## src/hw/rtl/sit_pipe.sv

```systemverilog
// ----------------------------------------------------------------------------
// Valid and payload delay line
// Moves a valid bit and its payload through a fixed number of stages,
// advancing only while the pipeline enable is high.
// ----------------------------------------------------------------------------
module sit_pipe #(
  parameter int W     = 8,
  parameter int Depth = 2
) (
  input  logic         clk_i,
  input  logic         rst_ni,
  input  logic         en_i,
  input  logic         valid_i,
  input  logic [W-1:0] data_i,
  output logic         valid_o,
  output logic [W-1:0] data_o
);

  logic         valid_q [Depth];
  logic [W-1:0] data_q  [Depth];

  for (genvar k = 0; k < Depth; k++) begin : gen_stage
    logic         valid_c;
    logic [W-1:0] data_c;

    if (k == 0) begin : gen_head
      assign valid_c = valid_i;
      assign data_c  = data_i;
    end else begin : gen_tail
      assign valid_c = valid_q[k-1];
      assign data_c  = data_q[k-1];
    end

    // Valid bits are control state and are cleared by reset.
    always_ff @(posedge clk_i or negedge rst_ni) begin
      if (!rst_ni) begin
        valid_q[k] <= 1'b0;
      end else if (en_i) begin
        valid_q[k] <= valid_c;
      end
    end

    always_ff @(posedge clk_i) begin
      if (en_i) begin
        data_q[k] <= data_c;
      end
    end
  end

  assign valid_o = valid_q[Depth-1];
  assign data_o  = data_q[Depth-1];

endmodule

```

## config.mk

```make
export PLATFORM = sky130hd
export DESIGN_NAME = sit_pipe
export DESIGN_NICKNAME = d
export VERILOG_FILES = /design/src/hw/rtl/sit_pipe.sv
export SDC_FILE = /design/constraint.sdc
export NUM_CORES = 1
export LEC_CHECK = 0
export ABC_AREA = 0
export BUFFER_PORTS_ARGS = -buffer_cell sky130_fd_sc_hd__buf_4
export CAP_MARGIN = 40
export CORE_AREA = 2 2 43 45
export DETAILED_ROUTE_END_ITERATION = 8
export DIE_AREA = 0 0 45 47
export GPL_TIMING_DRIVEN = 0
export PLACE_DENSITY = 0.63
export SYNTH_ARGS = -nofsm -noshare
export SYNTH_HDL_FRONTEND = slang
export SYNTH_SLANG_ARGS = --single-unit
export TNS_END_PERCENT = 30
```

## constraint.sdc

```tcl
create_clock -name clk_i -period 1 [get_ports clk_i]
set_clock_uncertainty 0.15 [all_clocks]
set_input_delay 0.25 -clock clk_i [delete_from_list [all_inputs] [get_ports clk_i]]
set_output_delay 0.25 -clock clk_i [all_outputs]
set_load 0.005 [all_outputs]
```

==> out/qor.yml, run 1 <==
status:
  status: "finished with violations"
  violations: "setup timing"
sta:
  final_hold_viol_count: 0
  tightestPinTransition_ps: 217
  slew_headroom_pct: 85.5
  period_minus_slack_ps: 1220
  finalMaxSlewViolations: 0
  rsz0062_at_grt: "yes"
  layout_setup_ws_ps: -219
  finalSetupViolations: 12
  fmax_ghz: 0.820
  fin_crit_sh_pct: 122
clock_network:
  cts_tree: "yes"
  numCtsBuffers: 3
  cts_setup_buffers: 0
  cts_buffer_depth: 2
  cts_root_buffer: "clkbuf_4"
  ctsHtreeMaxLevel: 1
  clk_pin_slew_ps: 100
  cts_sinks: 18
  insertion_delay_ps: 280
die:
  rows: 15
  dieArea_um2: 2120
  initial_utilization_pct: 37.1
  die_x_um: 45
  num_io_pins: 21
  die_y_um: 47
  core_area_um2: 1650
placed_design:
  placed_area_um2: 785
  portBuffers: 20
  place.gp.congestion: 0.571
  numPlacedInstances: 65
route:
  first_iter_violations: 1
  routed_wl_um: 813
  postRouteAntennaNets: 0
  dr.pass1.iters: 2
  drc: 0
  viasPerCell: 4.34
  avgRoutedWirePerCell_um: 11.6
  vias: 304
run:
  drv_cap: 0
min_path:
  hold_start: "valid_i"
  worstHoldEndpoint: "gen_stage[1].valid_c"
  hold_class: "in2reg"
  hold_depth: 2
synthesis:
  ys_warn_count: 0
  syn_nets: 40
  synth_top_cell_area_share_pct: 78.4
  synthTopCellsByCount: "edfxtp_1 (16), buf_4 (8), dfrtp_1 (2), mux2_2 (2)"
  synth.area.top_cells: "edfxtp_1 (78%), buf_4 (9.8%), dfrtp_1 (8.2%)"
  synth.avg_cell_area_um2: 21.9
  synth_edf_count: 16
  postSynthCellCount: 28
  ys_seq_area_share_pct: 86.5
  yosysTopAreaCell: "edfxtp_1"
  yosysMostFrequentCell: "edfxtp_1"
  async_flop_share_pct: 11.1
  ys.flop_type: "edfxtp_1"
  ys_seq_elements: 18
  ys_types: 4
  synth_area_um2: 613
setup_path:
  ff2ff_setup_slack_ps: 80
  slowest_delay_ps: 390
  r2r-end: "valid_o"
  endpoint_kind: "primary output"
  rr_startpoint: "valid_o"
  crit_family: "flip-flops"
  critPathArrivalTime_ps: 820
  cp_slowest_cell: "edfxtp_1"
  cp_num_buf_inv: 1
  crit_type: "reg2out"
  worstSetupStartpointType: "flip-flop"
  critPathMaxFanout: 1
  cp.required_ps: 600
  rr_worst_depth: 1
  cp_cell_sequence: "buf_4"
finish:
  final_cells: 70
  nNetsFinal: 66
  drive_above_1_share_pct: 52.8
  syn_to_final_growth_pct: 39.2
  final_area_um2: 853
  diodes: 0
grt:
  overflow: 0
  grt_pass1_wl_um: 1150
  grt_max_degree: 19
  antenna_found_initial: 0
  grt_pass1_vias: 279
  grt_util_all_layers_pct: 8.78
power_and_ir_drop:
  p_per_area_nw_per_um2: 1720
  ir_drop_uv: 1040
  leakage_uw: 0.000346
## logic make-up after synthesis
kind of cell / share of synthesized area (%)
DFF: 86.5
muxes: 3.67
buffers and inverters: 9.80
## through the flow
stage	total power, uW	setup TNS [ps]	util, %	hold slack [ps]	setup slack [ps]
floorplan	957	0	-	-196	113
CTS	1470	-1940	50.5	-18.5	-243
detailed placement	1050	-277	47.5	-114	-124
global route	1530	-2190	51.7	33.7	-263
global placement	1040	-203	47.5	-117	-101
finish	1470	-1830	51.7	40.3	-219
## worst max-delay path by stage
stage | slack (ps) | cells after the start | endpoint | start
6_report | -220 | 1 | data_o[1] | data_q[0][9]
5_1_grt | -260 | 1 | data_o[6] | data_q[0][14]
4_1_cts | -240 | 1 | data_o[1] | data_q[0][9]
3_5_place_dp | -120 | 2 | valid_o | en_i
3_3_place_gp | -100 | 2 | valid_o | en_i
2_1_floorplan | 110 | 1 | valid_o | valid_o
## power by group
part	internal (uW)	switching (uW)	total (uW)
logic	93.9	37.8	132
registers	885	18.4	904
clock network	221	209	431
## final cells by class
class / count / area [um2]
Multi-Input combinational cell: 2 / 22.5
Tap cell: 17 / 21.3
Sequential cell: 18 / 531
Fill cell: 149 / 798
Timing Repair Buffer: 29 / 243
Clock buffer: 4 / 36.3
## placed cells by master, fill, tap and decap left out
cell type / instances
buf_4: 20
buf_6: 2
clkbuf_4: 3
clkbuf_8: 1
dfrtp_1: 2
dlygate4sd3_1: 7
edfxtp_1: 16
mux2_2: 2
## state kept, by name, summed over array words and instances, names as in the netlist
| name | cells |
|---|---|
| data_q | 16 |
| valid_o | 1 |
| gen_stage.valid_c | 1 |
## per-layer routing
layer	part of all wire (%)	vias to the layer above	GRT usage [%]
met4	3.6	0	10.6
met1	39	140	7.79
li1	-	143	-
met2	49	17	14.9
met3	8.2	4	2.31
met5	0	-	0
## repair_timing
item / in CTS / in global routing
setup endpoints to repair: 9 / 11
hold buffers: 7 / 2
hold endpoints to repair: 10 / 2
resized for setup: 1 / 3
(Power assumes the default switching activity.)
==> run 2, diff against run 1 <==
--- a/config.mk
+++ b/config.mk
@@ -9,10 +9,12 @@
 export BUFFER_PORTS_ARGS = -buffer_cell sky130_fd_sc_hd__buf_4
 export CAP_MARGIN = 40
 export CORE_AREA = 2 2 43 45
+export CTS_CLUSTER_SIZE = 10
 export DETAILED_ROUTE_END_ITERATION = 8
 export DIE_AREA = 0 0 45 47
 export GPL_TIMING_DRIVEN = 0
 export PLACE_DENSITY = 0.63
+export SKIP_LAST_GASP = 1
 export SYNTH_ARGS = -nofsm -noshare
 export SYNTH_HDL_FRONTEND = slang
 export SYNTH_SLANG_ARGS = --single-unit
==> run 2 against run 1 <==
Against the previous run:
- the run still ends with setup timing left
- core utilization is 0.076 points higher
- worst hold slack barely moved
- flip-flop and latch count unchanged
- critical path depth unchanged
- sequential share of layout area fell by 0.091 points
- via count fell by 0.99%
- die area is the same
- routed wire length decreased by 3.1%
- critical path type unchanged
- critical endpoint unchanged
- highest routed layer unchanged
==> out/qor.yml, run 2 (synthesized netlist as in run 1, its figures left out) <==
status:
  status: "finished with violations"
  violations: "setup timing"
die:
  die_y_um: 47
  die_x_um: 45
  rows: 15
  core_area_um2: 1650
  num_io_pins: 21
  dieArea_um2: 2120
  initial_utilization_pct: 37.1
sta:
  rsz0062_at_grt: "yes"
  fin_crit_sh_pct: 122
  layout_setup_ws_ps: -220
  fmax_ghz: 0.820
  slew_headroom_pct: 85.5
  tightestPinTransition_ps: 218
  period_minus_slack_ps: 1220
  finalSetupViolations: 13
  final_hold_viol_count: 0
  finalMaxSlewViolations: 0
finish:
  final_area_um2: 855
  fillers: 148
  diodes: 0
  largest_reg_flops: 16
  top_register: "data_q"
  syn_to_final_growth_pct: 39.4
  drive_above_1_share_pct: 49.1
  mostFrequentLayoutCells: "buf_4 (19), edfxtp_1 (16), dlygate4sd3_1 (9), clkbuf_4 (3)"
  nNetsFinal: 66
  final_common_cell: "buf_4"
power_and_ir_drop:
  power.internal_uw: 1200
  pwr-share-clk_pct: 29.5
  p_seq_share_pct: 61.8
  switchingPower_uw: 264
  leakage_uw: 0.000344
  p_comb_share_pct: 8.7
  ir_drop_uv: 1050
  p_per_area_nw_per_um2: 1710
  switching_share_pct: 18.1
  power_uw: 1460
setup_path:
  cp_slowest_cell: "edfxtp_1"
  endpoint_kind: "primary output"
  crit_type: "reg2out"
  cp.required_ps: 600
  worstSetupStartpointType: "flip-flop"
  critPathMaxFanout: 1
  cp_cell_sequence: "buf_4"
  critPathArrivalTime_ps: 820
  slowest_delay_ps: 390
  ff2ff_setup_slack_ps: 100
  crit_family: "flip-flops"
  cp_num_buf_inv: 1
placed_design:
  dp_slack_ps: -124
  placed_area_um2: 785
  portBuffers: 20
  place.gp.congestion: 0.571
run:
  drv_cap: 0
route:
  dr.pass1.iters: 2
  vias: 301
  routed_wl_um: 788
  postRouteAntennaNets: 0
  avgRoutedWirePerCell_um: 11.3
  drc: 0
  first_iter_violations: 2
  viasPerCell: 4.30
clock_network:
  cts_buffer_depth: 2
  cts_root_buffer: "clkbuf_4"
  insertion_delay_ps: 280
  cts_tree: "yes"
  numCtsBuffers: 3
  cts_setup_buffers: 0
  ctsHtreeMaxLevel: 1
  clk_pin_slew_ps: 100
  cts_sinks: 18
grt:
  grt_max_degree: 19
  grt_pass1_wl_um: 1130
  grt_util_all_layers_pct: 8.70
  antenna_found_initial: 0
  overflow: 0
  grt_pass1_vias: 275
min_path:
  hold_class: "in2reg"
[run 2: cell count changes in the layout (fill, tap and decap cells not counted)]
cell           delta
buf_4             -1
dlygate4sd3_1     +2
buf_6             -1
[run 2: path summary, 6_finish.rpt]
kind	from	end	cells after the start
max in group asynchronous	rst_ni	valid_o	2
worst max-delay path	data_q[0][9]	data_o[1]	1
worst min register to register	data_q[0][4]	data_q[0][12]	0
worst max register to register	valid_o	valid_o	1
worst min-delay path	valid_i	gen_stage[1].valid_c	2
min in group asynchronous	rst_ni	gen_stage[1].valid_c	2
[run 2: layout make-up]
cell class	instances	area, um2	area share, %
clock buffer	4	36.3	4.25
multi-input combinational	2	22.5	2.64
sequential	18	531	62.1
tap	17	21.3	2.49
timing repair buffer	29	244	28.6
[run 2: routing by layer]
metal,global-route usage (%),wire [um],vias up
li1,-,-,143
met1,8.04,313,137
met2,14.3,378,17
met3,2.31,67,4
met4,10.6,29,0
met5,0,0,-
[run 2: timing repair]
item,4_1_cts,5_1_grt
endpoints found under the setup margin,9,10
hold buffers,7,2
resized for setup,0,1
pin swaps,0,0
hold endpoints to repair,10,2
gates cloned,0,0
[run 2: metrics by stage]
stage / hold WS, ps / utilization [%] / cells / setup TNS (ps)
floorplan: -196 / - / 28 / 0
global placement: -117 / 47.5 / 65 / -203
detailed placement: -114 / 47.5 / 65 / -277
CTS: -18.5 / 50.3 / 68 / -1950
global route: 33.7 / 51.7 / 70 / -2200
finish: 40.8 / 51.7 / 70 / -1850
[run 2: power by group through the flow]
| stage | logic (uW) | clock network, uW | registers (uW) |
|---|---|---|---|
| 2_1_floorplan | 42.0 | 0 | 915 |
| 3_3_place_gp | 127 | 0 | 915 |
| 3_5_place_dp | 131 | 0 | 920 |
| 4_1_cts | 122 | 442 | 903 |
| 5_1_grt | 138 | 474 | 910 |
| 6_report | 128 | 431 | 902 |
